File: config.mk
export PLATFORM = sky130hd
export DESIGN_NAME = sorted_list_engine_core
export DESIGN_NICKNAME = d
export VERILOG_FILES = /design/src/hdl/sle_pkg.sv /design/src/hdl/sle_cell.sv /design/src/hdl/sorted_list_engine_core.sv
export SDC_FILE = /design/constraint.sdc
export NUM_CORES = 2
export LEC_CHECK = 0
export BUFFER_PORTS_ARGS = -buffer_cell sky130_fd_sc_hd__buf_2
export CELL_PAD_IN_SITES_DETAIL_PLACEMENT = 2
export CELL_PAD_IN_SITES_GLOBAL_PLACEMENT = 2
export CORE_UTILIZATION = 42
export CTS_CLUSTER_DIAMETER = 100
export CTS_CLUSTER_SIZE = 16
export DETAILED_ROUTE_END_ITERATION = 8
export HOLD_SLACK_MARGIN = 0.1
export PLACE_DENSITY_LB_ADDON = 0.1
export SYNTH_ARGS = -nofsm -noshare
export SYNTH_HDL_FRONTEND = slang
export SYNTH_SLANG_ARGS = --single-unit
File: constraint.sdc
create_clock -name clock -period 8.5 [get_ports clock]
set_input_delay 0.425 -clock clock [delete_from_list [all_inputs] [get_ports clock]]
set_output_delay 0.425 -clock clock [all_outputs]
set_load 0.02 [all_outputs]
File: src/hdl/sle_pkg.sv
// ----------------------------------------------------------------------------
// sle_pkg: shared types and constants for the sorted list engine
// Operation codes, status codes, and the control and link words that run
// along the row of list cells.
// ----------------------------------------------------------------------------
package sle_pkg;

   localparam int CAPACITY_DEFAULT   = 16;
   localparam int DATA_WIDTH_DEFAULT = 32;
   localparam int KIND_WIDTH         = 3;
   localparam int STATUS_WIDTH       = 3;

   typedef enum logic [KIND_WIDTH-1:0] {
      KIND_INSERT       = 3'd0,
      KIND_REMOVE_FIRST = 3'd1,
      KIND_REMOVE_LAST  = 3'd2,
      KIND_REMOVE_VALUE = 3'd3,
      KIND_READ         = 3'd4
   } kind_type;

   typedef enum logic [STATUS_WIDTH-1:0] {
      STATUS_OK        = 3'd0,
      STATUS_EMPTY     = 3'd1,
      STATUS_NOT_FOUND = 3'd2,
      STATUS_BAD_POS   = 3'd3,
      STATUS_FULL      = 3'd4
   } status_type;

   // Per-cycle command broadcast to every cell
   typedef struct packed {
      logic wr;        // cells load their next entry
      logic ins;       // sorted insert
      logic rm_first;  // every cell takes its right neighbor
      logic rm_value;  // cells at and after the first match take right neighbor
      logic desc;      // descending order for the insert compare
   } cell_ctl_type;

   // Prefix flags rippled from cell to cell, left to right
   typedef struct packed {
      logic here;   // insert point found at or left of this cell
      logic match;  // equal entry found at or left of this cell
   } link_type;

endpackage

File: src/hdl/sle_cell.sv
// ----------------------------------------------------------------------------
// sle_cell: one slot of the sorted list
// Holds one entry, compares it against the broadcast value and shifts
// toward or away from its neighbors.
// ----------------------------------------------------------------------------
module sle_cell #(
   parameter int INDEX      = 0,
   parameter int DATA_WIDTH = sle_pkg::DATA_WIDTH_DEFAULT,
   parameter int POS_WIDTH  = 5
) (
   input  logic                         clock,
   input  sle_pkg::cell_ctl_type        ctl,
   input  logic signed [DATA_WIDTH-1:0] value,
   input  logic        [POS_WIDTH-1:0]  position,
   input  logic                         active,
   input  logic signed [DATA_WIDTH-1:0] prev_entry,
   input  logic signed [DATA_WIDTH-1:0] next_entry,
   input  sle_pkg::link_type            link_in,
   output sle_pkg::link_type            link_out,
   input  logic        [DATA_WIDTH-1:0] rd_in,
   output logic        [DATA_WIDTH-1:0] rd_out,
   output logic signed [DATA_WIDTH-1:0] entry
);

   logic signed [DATA_WIDTH-1:0] entry_ff;
   logic signed [DATA_WIDTH-1:0] entry_in;
   logic                         here;
   logic                         match;
   logic                         sel;

   // Cells past the fill point always claim the insert point
   assign here  = active ? (ctl.desc ? (entry_ff <= value) : (entry_ff >= value)) : 1'b1;
   assign match = active && (entry_ff == value);
   assign sel   = (position == POS_WIDTH'(INDEX + 1));

   assign link_out.here  = link_in.here | here;
   assign link_out.match = link_in.match | match;

   assign rd_out = rd_in | (sel ? entry_ff : '0);
   assign entry  = entry_ff;

   always_comb begin
      entry_in = entry_ff;
      if (ctl.ins) begin
         if (link_in.here) begin
            entry_in = prev_entry;
         end else if (here) begin
            entry_in = value;
         end
      end else if (ctl.rm_first) begin
         entry_in = next_entry;
      end else if (ctl.rm_value) begin
         if (link_out.match) begin
            entry_in = next_entry;
         end
      end
   end

   always_ff @(posedge clock) begin
      if (ctl.wr) begin
         entry_ff <= entry_in;
      end
   end

endmodule

File: src/hdl/sorted_list_engine_core.sv
// ----------------------------------------------------------------------------
// sorted_list_engine_core: bounded sorted list with insert, remove and read
// A row of cells keeps signed entries in order; one operation word in, one
// result word out.
// ----------------------------------------------------------------------------
//
//  channel | ports                                        | direction
//  --------+----------------------------------------------+----------
//  request | req_valid req_stall req_kind req_value        | in
//          | req_position                                 |
//  result  | rsp_valid rsp_stall rsp_read_value rsp_status | out
//          | rsp_entry_count                              |
//  config  | csr_wr_en csr_wr_data (order_descending)      | in
//
//  Timing: a word is held in the operation register, then the whole
//    cell row updates and the result is registered; one word per cycle
//    sustained while rsp_stall is low. The clock period is set by the
//    cell row: compare in every cell, then the left-to-right prefix
//    ripple that picks the insert or remove point.
//  Reset: clears the count, the order bit and both valid flags. Entries are
//    left as they are; only slots below the count are ever read.
//  Stalls: rsp_stall holds the result register and, with it, the operation
//    register, which then stalls the request side.
//
module sorted_list_engine_core #(
   parameter int CAPACITY   = sle_pkg::CAPACITY_DEFAULT,
   parameter int DATA_WIDTH = sle_pkg::DATA_WIDTH_DEFAULT,
   parameter int CW         = $clog2(CAPACITY + 1)
) (
   input  logic                                 clock,
   input  logic                                 reset,
   // request
   input  logic                                 req_valid,
   output logic                                 req_stall,
   input  logic        [sle_pkg::KIND_WIDTH-1:0] req_kind,
   input  logic signed [DATA_WIDTH-1:0]         req_value,
   input  logic        [CW-1:0]                 req_position,
   // result
   output logic                                 rsp_valid,
   input  logic                                 rsp_stall,
   output logic signed [DATA_WIDTH-1:0]         rsp_read_value,
   output logic        [sle_pkg::STATUS_WIDTH-1:0] rsp_status,
   output logic        [CW-1:0]                 rsp_entry_count,
   // configuration
   input  logic                                 csr_wr_en,
   input  logic                                 csr_wr_data
);

   // operation register
   logic                                 op_valid_ff, op_valid_in;
   logic        [sle_pkg::KIND_WIDTH-1:0] op_kind_ff;
   logic signed [DATA_WIDTH-1:0]         op_value_ff;
   logic        [CW-1:0]                 op_pos_ff;

   // list state
   logic [CW-1:0] count_ff, count_in;
   logic          order_ff;

   // result register
   logic                                 rsp_valid_ff, rsp_valid_in;
   logic signed [DATA_WIDTH-1:0]         rsp_read_value_ff, rsp_read_value_in;
   logic        [sle_pkg::STATUS_WIDTH-1:0] rsp_status_ff, rsp_status_in;
   logic        [CW-1:0]                 rsp_count_ff;

   logic accept;
   logic exec;
   logic empty;
   logic full;
   logic found;
   logic do_write;

   sle_pkg::cell_ctl_type ctl;
   sle_pkg::link_type     link [CAPACITY+1];
   logic [DATA_WIDTH-1:0] rd_chain [CAPACITY+1];
   logic signed [DATA_WIDTH-1:0] cell_entry [CAPACITY];
   logic [CAPACITY-1:0]   active;

   // ------------------------------------------------------------------
   // Handshake: the operation executes when the result register is free
   // or being drained this cycle; a new word may enter in the same cycle.
   // ------------------------------------------------------------------
   assign exec      = op_valid_ff && (!rsp_valid_ff || !rsp_stall);
   assign req_stall = op_valid_ff && !exec;
   assign accept    = req_valid && !req_stall;

   assign op_valid_in  = accept ? 1'b1 : (exec ? 1'b0 : op_valid_ff);
   assign rsp_valid_in = exec ? 1'b1 : (rsp_stall ? rsp_valid_ff : 1'b0);

   assign empty = (count_ff == '0);
   assign full  = (count_ff == CW'(CAPACITY));
   assign found = link[CAPACITY].match;

   // ------------------------------------------------------------------
   // Operation decode: status, read value, new count and the command for the cells
   // ------------------------------------------------------------------
   always_comb begin
      count_in          = count_ff;
      rsp_status_in     = sle_pkg::STATUS_OK;
      rsp_read_value_in = '0;
      do_write          = 1'b0;
      ctl               = '0;
      ctl.desc          = order_ff;
      unique case (op_kind_ff)
         sle_pkg::KIND_INSERT: begin
            if (full) begin
               rsp_status_in = sle_pkg::STATUS_FULL;
            end else begin
               ctl.ins  = 1'b1;
               do_write = 1'b1;
               count_in = count_ff + CW'(1);
            end
         end
         sle_pkg::KIND_REMOVE_FIRST: begin
            if (empty) begin
               rsp_status_in = sle_pkg::STATUS_EMPTY;
            end else begin
               ctl.rm_first = 1'b1;
               do_write     = 1'b1;
               count_in     = count_ff - CW'(1);
            end
         end
         sle_pkg::KIND_REMOVE_LAST: begin
            // last slot simply falls out of range
            if (empty) begin
               rsp_status_in = sle_pkg::STATUS_EMPTY;
            end else begin
               count_in = count_ff - CW'(1);
            end
         end
         sle_pkg::KIND_REMOVE_VALUE: begin
            if (empty) begin
               rsp_status_in = sle_pkg::STATUS_EMPTY;
            end else begin
               // with no match no cell shifts, so the write is harmless
               ctl.rm_value = 1'b1;
               do_write     = 1'b1;
               if (found) begin
                  count_in = count_ff - CW'(1);
               end else begin
                  rsp_status_in = sle_pkg::STATUS_NOT_FOUND;
               end
            end
         end
         sle_pkg::KIND_READ: begin
            if (op_pos_ff == '0 || op_pos_ff > count_ff) begin
               rsp_status_in = sle_pkg::STATUS_BAD_POS;
            end else begin
               rsp_read_value_in = rd_chain[CAPACITY];
            end
         end
         default: begin
            // unused kinds: no change, status ok
         end
      endcase
      ctl.wr = exec && do_write;
   end

   // ------------------------------------------------------------------
   // Cell row: link and read chains run left to right
   // ------------------------------------------------------------------
   assign link[0]     = '0;
   assign rd_chain[0] = '0;

   for (genvar i = 0; i < CAPACITY; i++) begin : g_cell
      logic signed [DATA_WIDTH-1:0] prev_entry;
      logic signed [DATA_WIDTH-1:0] next_entry;

      assign active[i]  = (count_ff > CW'(i));
      assign prev_entry = (i == 0) ? '0 : cell_entry[(i == 0) ? 0 : i - 1];
      assign next_entry = (i == CAPACITY - 1) ? '0
                          : cell_entry[(i == CAPACITY - 1) ? i : i + 1];

      sle_cell #(
         .INDEX      (i),
         .DATA_WIDTH (DATA_WIDTH),
         .POS_WIDTH  (CW)
      ) u_cell (
         .clock      (clock),
         .ctl        (ctl),
         .value      (op_value_ff),
         .position   (op_pos_ff),
         .active     (active[i]),
         .prev_entry (prev_entry),
         .next_entry (next_entry),
         .link_in    (link[i]),
         .link_out   (link[i+1]),
         .rd_in      (rd_chain[i]),
         .rd_out     (rd_chain[i+1]),
         .entry      (cell_entry[i])
      );
   end

   // ------------------------------------------------------------------
   // Registers
   // ------------------------------------------------------------------
   always_ff @(posedge clock) begin
      if (reset) begin
         op_valid_ff  <= 1'b0;
         rsp_valid_ff <= 1'b0;
         count_ff     <= '0;
         order_ff     <= 1'b0;
      end else begin
         op_valid_ff  <= op_valid_in;
         rsp_valid_ff <= rsp_valid_in;
         if (exec) begin
            count_ff <= count_in;
         end
         if (csr_wr_en) begin
            order_ff <= csr_wr_data;
         end
      end
   end

   always_ff @(posedge clock) begin
      if (accept) begin
         op_kind_ff  <= req_kind;
         op_value_ff <= req_value;
         op_pos_ff   <= req_position;
      end
      if (exec) begin
         rsp_read_value_ff <= rsp_read_value_in;
         rsp_status_ff     <= rsp_status_in;
         rsp_count_ff      <= count_in;
      end
   end

   assign rsp_valid       = rsp_valid_ff;
   assign rsp_read_value  = rsp_read_value_ff;
   assign rsp_status      = rsp_status_ff;
   assign rsp_entry_count = rsp_count_ff;

   // ------------------------------------------------------------------
   // Assertions
   // ------------------------------------------------------------------
   a_count_bound: assert property (@(posedge clock) disable iff (reset)
      count_ff <= CW'(CAPACITY))
      else $error("entry count above capacity");

   a_result_count: assert property (@(posedge clock) disable iff (reset)
      exec |=> rsp_valid && (rsp_entry_count == count_ff))
      else $error("result count differs from list count");

   a_full_status: assert property (@(posedge clock) disable iff (reset)
      rsp_valid && (rsp_status == sle_pkg::STATUS_FULL) |-> rsp_entry_count == CW'(CAPACITY))
      else $error("full status with room left");

   a_read_zero: assert property (@(posedge clock) disable iff (reset)
      rsp_valid && (rsp_status != sle_pkg::STATUS_OK) |-> rsp_read_value == '0)
      else $error("read value set on failed operation");

endmodule
# Word-level counts from Yosys, hierarchy flattened
# Cells that the tools add are included.
dict set report word_totals {
  ff_bits 600
  output_inout_bits 42
}
dict set report op_classes {
  addsub 2
  n_lt_le_gt_ge 49
  n_eq_ne 54
  muxes 164
  bitwise_logic 45
  n_reduce_logical 66
}
# operator count
set ops {}
lappend ops {{2-to-1 mux 32 bit} 111}
lappend ops {{== test 32 bit} 16}
lappend ops {{greater-or-equal comparator 32 bit} 16}
lappend ops {{<= comparator 32 bit} 16}
lappend ops {{OR 32 bit} 15}
lappend ops {{AND reduction 4 bit} 16}
lappend ops {{nonzero test 3 bit} 17}
lappend ops {{!= test 3 x 1 -> 1 bit (second input constant)} 15}
lappend ops {{2-to-1 mux 1 bit} 42}
lappend ops {{== test 5 x 4 -> 1 bit (second input constant)} 8}
lappend ops {{> comparator 5 x 4 -> 1 bit (second input constant)} 8}
lappend ops {{OR 1 bit} 29}
lappend ops {{== test 5 x 3 -> 1 bit (second input constant)} 4}
lappend ops {{> comparator 5 x 3 -> 1 bit (second input constant)} 4}
lappend ops {{logical AND 1 bit} 20}
lappend ops {{2-to-1 mux 5 bit} 4}
lappend ops {{one-hot mux 5 bit (3 select lines)} 1}
lappend ops {{one-hot mux 3 bit (4 select lines)} 1}
lappend ops {{== test 5 x 2 -> 1 bit (second input constant)} 2}
lappend ops {{== test 5 bit (second input constant)} 2}
lappend ops {{> comparator 5 x 1 -> 1 bit (second input constant)} 2}
lappend ops {{> comparator 5 x 2 -> 1 bit (second input constant)} 2}
lappend ops {{logical NOT 5 bit} 2}
lappend ops {{== test 3 x 2 -> 1 bit (second input constant)} 2}
lappend ops {{other kinds (16)} 25}

# Logic depth before layout (Yosys ltp)
dict set report depth {
  word_depth 21
  depth_mapped 16
}

# Modules after synthesis
# From an unflattened synthesis, not the netlist that was laid out.
dict set report hier_totals {
  hier_cells 5082
  area_unflattened_um2 47743.3
}
# mod n_inst cells_per_inst area_per_inst_um2 seq_area_each_um2
set by_module_without_submodules {}
lappend by_module_without_submodules {{sle_cell at g_cell[0].u_cell ...} 8 298 2741.4 960.9}
lappend by_module_without_submodules {{sle_cell at g_cell[4].u_cell ...} 4 298 2743.9 960.9}
lappend by_module_without_submodules {{sle_cell at g_cell[11].u_cell ...} 3 298 2738.9 960.9}
lappend by_module_without_submodules {sorted_list_engine_core 1 313 3875.0 2562.5}
lappend by_module_without_submodules {{sle_cell at g_cell[15].u_cell} 1 299 2745.1 960.9}

# Least setup slack after synthesis
# OpenSTA, ideal clock, no wires.
dict set report synth_path {
  kind {flip-flop to flip-flop}
  start {register op_value_ff[1]}
  end {register g_cell[10].u_cell.entry_ff[0], enable pin}
  arrival_time_ps 5892
  t_required_ps 8030
  slack_ps 2138
  stages_incl_launch_ff 16
  n_path_buf 2
  cell_sequence {edfxtp_1 inv_1 ha_1 nor2b_1 o211ai_1 a21oi_1 o311a_1 a2111oi_0 xnor2_1 mux2i_1 or2_2 nand3b_1 buf_2 buf_2 nor2_1 a211oi_1}
}
dict set report synth_via {
  elab_chain_len 14
}
# item line_no
set synth_lines {}
lappend synth_lines {{from (decl)} sorted_list_engine_core.sv:52} ;# logic signed [DATA_WIDTH-1:0] op_value_ff;
lappend synth_lines {{from (signal assigned)} sorted_list_engine_core.sv:217} ;# op_value_ff <= req_value;
lappend synth_lines {{greater-or-equal comparator 32 bit (tied with other cells)} sle_cell.sv:32} ;# assign here = active ? (ctl.desc ? (entry_ff <= value) : (entry_ff >= value)) : 1'b1;
lappend synth_lines {{2-to-1 mux 1 bit or logical AND 1 bit (tied branches)} {sle_cell.sv:32, sle_cell.sv:33}}
lappend synth_lines {{2-to-1 mux 1 bit or OR 1 bit (tied branches)} {sle_cell.sv:32, sle_cell.sv:37}}
lappend synth_lines {{OR 1 bit (on tied branches) (9 in series)} {sle_cell.sv:36, sle_cell.sv:37}}
lappend synth_lines {{!= test 3 x 1 -> 1 bit (no line) or nonzero test 3 bit (tied branches)} --}
lappend synth_lines {{AND reduction 4 bit (no line) *} --}
lappend synth_lines {{to (signal assigned)} sle_cell.sv:61} ;# entry_ff <= entry_in;
lappend synth_lines {{to (decl)} sle_cell.sv:25} ;# logic signed [DATA_WIDTH-1:0] entry_ff;
# Mark *: on every way between the ends. The rest lies on a longest branch, timed or not.
# A chain may end at the register's enable or synchronous reset.

# Worst setup path in the final report
dict set report layout_path {
  start {register op_value_ff[3]}
  end {register g_cell[11].u_cell.entry_ff[12] (data pin)}
}
dict set report layout_via {
  elab_chain_len 15
}
# item line_no
set layout_lines {}
lappend layout_lines {{greater-or-equal comparator 32 bit or <= comparator 32 bit (tied branches)} sle_cell.sv:32}
lappend layout_lines {{2-to-1 mux 1 bit (2 in series)} sle_cell.sv:32}
lappend layout_lines {{OR 1 bit (9 in series)} sle_cell.sv:36} ;# assign link_out.here = link_in.here | here;
lappend layout_lines {{OR 1 bit *} sle_cell.sv:36}
lappend layout_lines {{2-to-1 mux 32 bit *} sle_cell.sv:45} ;# if (link_in.here) begin
lappend layout_lines {{2-to-1 mux 32 bit *} sle_cell.sv:44} ;# if (ctl.ins) begin
lappend layout_lines {{via g_cell[11].u_cell.entry_in[12]} sle_cell.sv:26} ;# logic signed [DATA_WIDTH-1:0] entry_in;
lappend layout_lines {{to (signal assigned)} sle_cell.sv:61}
lappend layout_lines {{to (decl)} sle_cell.sv:25}
# The timed path passes the listed nets; every way through them passes the cells marked *.

==> metrics.md <==
| Metric | Value |
|---|---|
| Total number of yosys warnings | `0` |
| Simple-gate share of the synthesized area | `between 10% and 20%` |
| Yosys cell types | `between 70 and 80` |
| H-tree depth | `2` |
| Total track usage | `roughly 45%` |
| CTS tree | `done` |
| Register area share after synthesis | `40.9%` |
| Fraction of registers with async set/reset | `0%` |
| Share of layout cells above drive strength 1 | `7.01%` |
| Number of global-route vias before repair | `approximately 43k` |
| Largest fanout on the critical path | `21` |
| Ports | `88` |
| Clock Sinks | `600` |
| Outcome | `finished, final reports clean` |
| Maxcap violations | `0` |
| Die Y | `roughly 320 um` |
| Reg area | `roughly 18,000 um2` |
| Clock transition at path regs | `80 ps` |
| RSZ-0062 raised after global routing | `false` |
| Largest family of logic cells by synthesized area | `compound AO/OA/AOI/OAI gates` |
| WP buf/inv | `3` |
| Pin count of the biggest net entering global routing | `116` |
| Compound-cell area share of the yosys netlist | `a little under 20%` |
| Routed len/inst | `41.3 um` |
| Iter 0 DRT Violations | `around 6k` |
| CP required | `about 8900 ps` |
| Max VDD drop | `roughly 0.17 mV` |
| Hold Vio Cnt, Final | `0` |
| Critical Path Sink Type | `flop` |
| Die footprint | `106,000 um2` |
| Post-synthesis cell count | `~4.5k` |
| Clock power frac | `~36%` |
| Most instantiated cells after synthesis | `592 x edfxtp_1, 573 x nand2_1, 522 x ha_1` |
| Via Count | `approximately 43k` |
| Seq pwr share | `about half` |
| Global-route wire length before repair | `about 340,000 um` |
| Hold WC Path Type | `in -> reg` |
| Slowest CP cell | `nand3b_1` |
| Rel. slew slack | `roughly 11%` |
| IO buf count | `between 80 and 90` |
| Core box area | `103,000 um2` |
| CP peak stage delay | `roughly 800 ps` |
| CTS max path bufs | `3` |
| DRT Wirelength | `approximately 240,000 um` |
| Sw frac | `between 20% and 30%` |
| Post-synthesis mux area share | `between 8 and 9%` |
| Row Count | `around 120` |
| Post-Synth Adder-Cell Area | `between 10% and 20%` |
| Nets | `between 5k and 6k` |
| Number of synthesized flops with an enable pin | `~600` |
| Clk root buf | `clkbuf_16` |
| Routability cong. | `between 1 and 1.5` |
| Setup-failing EPs final | `0` |
| Power per Cell Area | `roughly 140 nW/um2` |
| Most instantiated library cell after synthesis | `edfxtp_1` |
| Post-Syn Area | `between 40,000 and 50,000 um2` |
| Worst slew pin tran | `~1300 ps` |
| Fin Setup TNS | `0 ps` |
| Initial Util | `roughly 42%` |
| Initial antenna violation count | `11` |
| CP top delay family | `compound AO/OA/AOI/OAI gates` |
| Share of the synthesized area in the top cell type | `40.6%` |
| Post-route ant nets | `0` |
| Startpoint types | `flop` |
| Post-synth top flop | `edfxtp_1` |
| CTS Hold Bufs | `44` |
| Clock skew | `~27 ps` |
| Syn nets | `between 5k and 6k` |
| Critical path type | `reg -> reg` |
| Synth area leader | `edfxtp_1` |
| Final Critical Period | `~7300 ps` |
| Worst EP arrival | `about 7700 ps` |
| First-pass DRT Iterations | `6` |
| # DRC | `0` |
| Remaining Overflow, GRT | `0` |
| Leak Pwr | `between 15 and 20 nW` |
| Drt via density | `between 7 and 8` |
| Syn avg cell area | `9.80 um2` |
| Post-CTS Setup Repair Bufs | `0` |
| CTS Buf Count | `47` |
| Combinational share of power | `a little over an eighth` |
| FILL cells | `around 11k` |
| Multi-input gate area | `around 25,000 um2` |
| Synth Register Bits | `600` |
| P_sw | `approximately 0.0019 W` |
| Post-cts repair resize count | `0` |
| Tcrit/Tclk final | `a little under nine tenths` |
| Area grow syn2layout | `9.34%` |
| DP Wirelength | `between 150,000 and 200,000 um` |
| Fin. max-slew vios | `0` |
| Ranking of synthesized cells by area | `edfxtp_1 41%, ha_1 15%, mux2i_1 8.1%` |
| Crit-path cells | `inv_1, ha_1, a21oi_1, a2111oi_0, o41a_1, o21ai_0, nor3b_1, o211ai_1, nor3_2, buf_4, nand3b_1, buf_4, mux2i_1, o21ai_0` |
| Die X | `325 um` |
| WHS | `134 ps` |
| Clk_lat worst skew | `about 680 ps` |
| Internal power | `about 0.0046 W` |
| Fmax | `~140 MHz` |
| Synth Area in XOR/XNOR | `less than 1%` |
## logic make-up (layout without fill, tap and decap cells)
group | Yosys count | count (layout)
compound gates | 1352 | 1352
simple gates | 1266 | 1266
flops | 600 | 600
fa+ha+maj | 522 | 522
mux | 356 | 356
buf+inv | 355 | 381
xor+xnor | 18 | 18
other cells | 0 | 7
## power groups by stage
stage          Sequential (W)  Clock [W]  Combinational, W
6_report              0.00332    0.00235          0.000868
3_5_place_dp          0.00339          0          0.000810
2_1_floorplan         0.00336          0          0.000488
5_1_grt               0.00332    0.00244          0.000911
3_3_place_gp          0.00339          0          0.000774
4_1_cts               0.00332    0.00236          0.000833
## flip-flops by register name, indices dropped and copies added, names as in the netlist
signal	count
op_pos_ff	5
order_ff	1
op_kind_ff	3
g_cell.u_cell.entry	512
rsp_valid	1
rsp_status	3
op_value_ff	32
rsp_read_value	32
count_ff	5
rsp_entry_count	5
op_valid_ff	1
## layout by cell type, fill, tap and decap left out, types with 49 or more instances in the layout
cell type    n
clkbuf_16   49
buf_4      102
mux2i_1    354
ha_1       522
nor2_1     268
o21ai_1     56
nand2_1    571
buf_2       87
edfxtp_1   592
a21o_1      57
inv_1       74
a22oi_1     65
a21oi_1    369
o21ai_0    361
nand4_1    115
a22o_1      99
a221oi_1   106
nand3_1     78
o211ai_1    52
## area by class of cell
type                       instances  area share, %
antenna                            7         0.0366
clock buffer                      62           2.68
clock inverter                    10          0.253
inverter                          76          0.595
multi-input combinational       3514           52.0
sequential                       600           37.4
tap                             1380           3.60
timing repair buffer             233           3.43
## layer usage
| layer | track usage (%) | share of wire (%) |
|---|---|---|
| met5 | 0 | 0.041 |
| met4 | 23.3 | 5.9 |
| met3 | 11.8 | 12 |
| met2 | 65.3 | 42 |
| met1 | 61.0 | 40 |
## worst reg2reg max path: stages, from the launching register on
cell	delay [ps]
edfxtp_1	630
inv_1	730
ha_1	410
a21oi_1	490
a2111oi_0	290
o41a_1	510
o21ai_0	260
nor3b_1	670
o211ai_1	390
nor3_2	250
buf_4	500
nand3b_1	830
buf_4	600
mux2i_1	300
o21ai_0	120
## path summary, 6_finish.rpt
kind / depth (start not counted) / end / slack, ps / start
min reg2reg: 2 / g_cell[14].u_cell.entry[0]$_DFFE_PP_ / 650 / g_cell[15].u_cell.entry[0]$_SDFFCE_PN0P_
max: 14 / g_cell[11].u_cell.entry[12]$_DFFE_PP_ / 1220 / op_value_ff[3]$_DFFE_PP_
max reg2reg: 14 / g_cell[11].u_cell.entry[12]$_DFFE_PP_ / 1220 / op_value_ff[3]$_DFFE_PP_
min: 1 / op_value_ff[27]$_DFFE_PP_ / 130 / req_value[27]
## stage by stage
stage | utilization [%] | area [um2] | cells | total power [W] | worst slack, ps
floorplan | - | 43800 | 4469 | 0.00384 | 2140
detailed placement | 44.5 | 46000 | 5759 | 0.00420 | 1630
global placement | 44.5 | 46000 | 5759 | 0.00416 | 1750
CTS | 46.3 | 47900 | 5875 | 0.00651 | 1560
finish | 46.3 | 47900 | 5882 | 0.00654 | 1220
global route | 46.3 | 47900 | 5875 | 0.00667 | 1200
(Power assumes the default switching activity.)
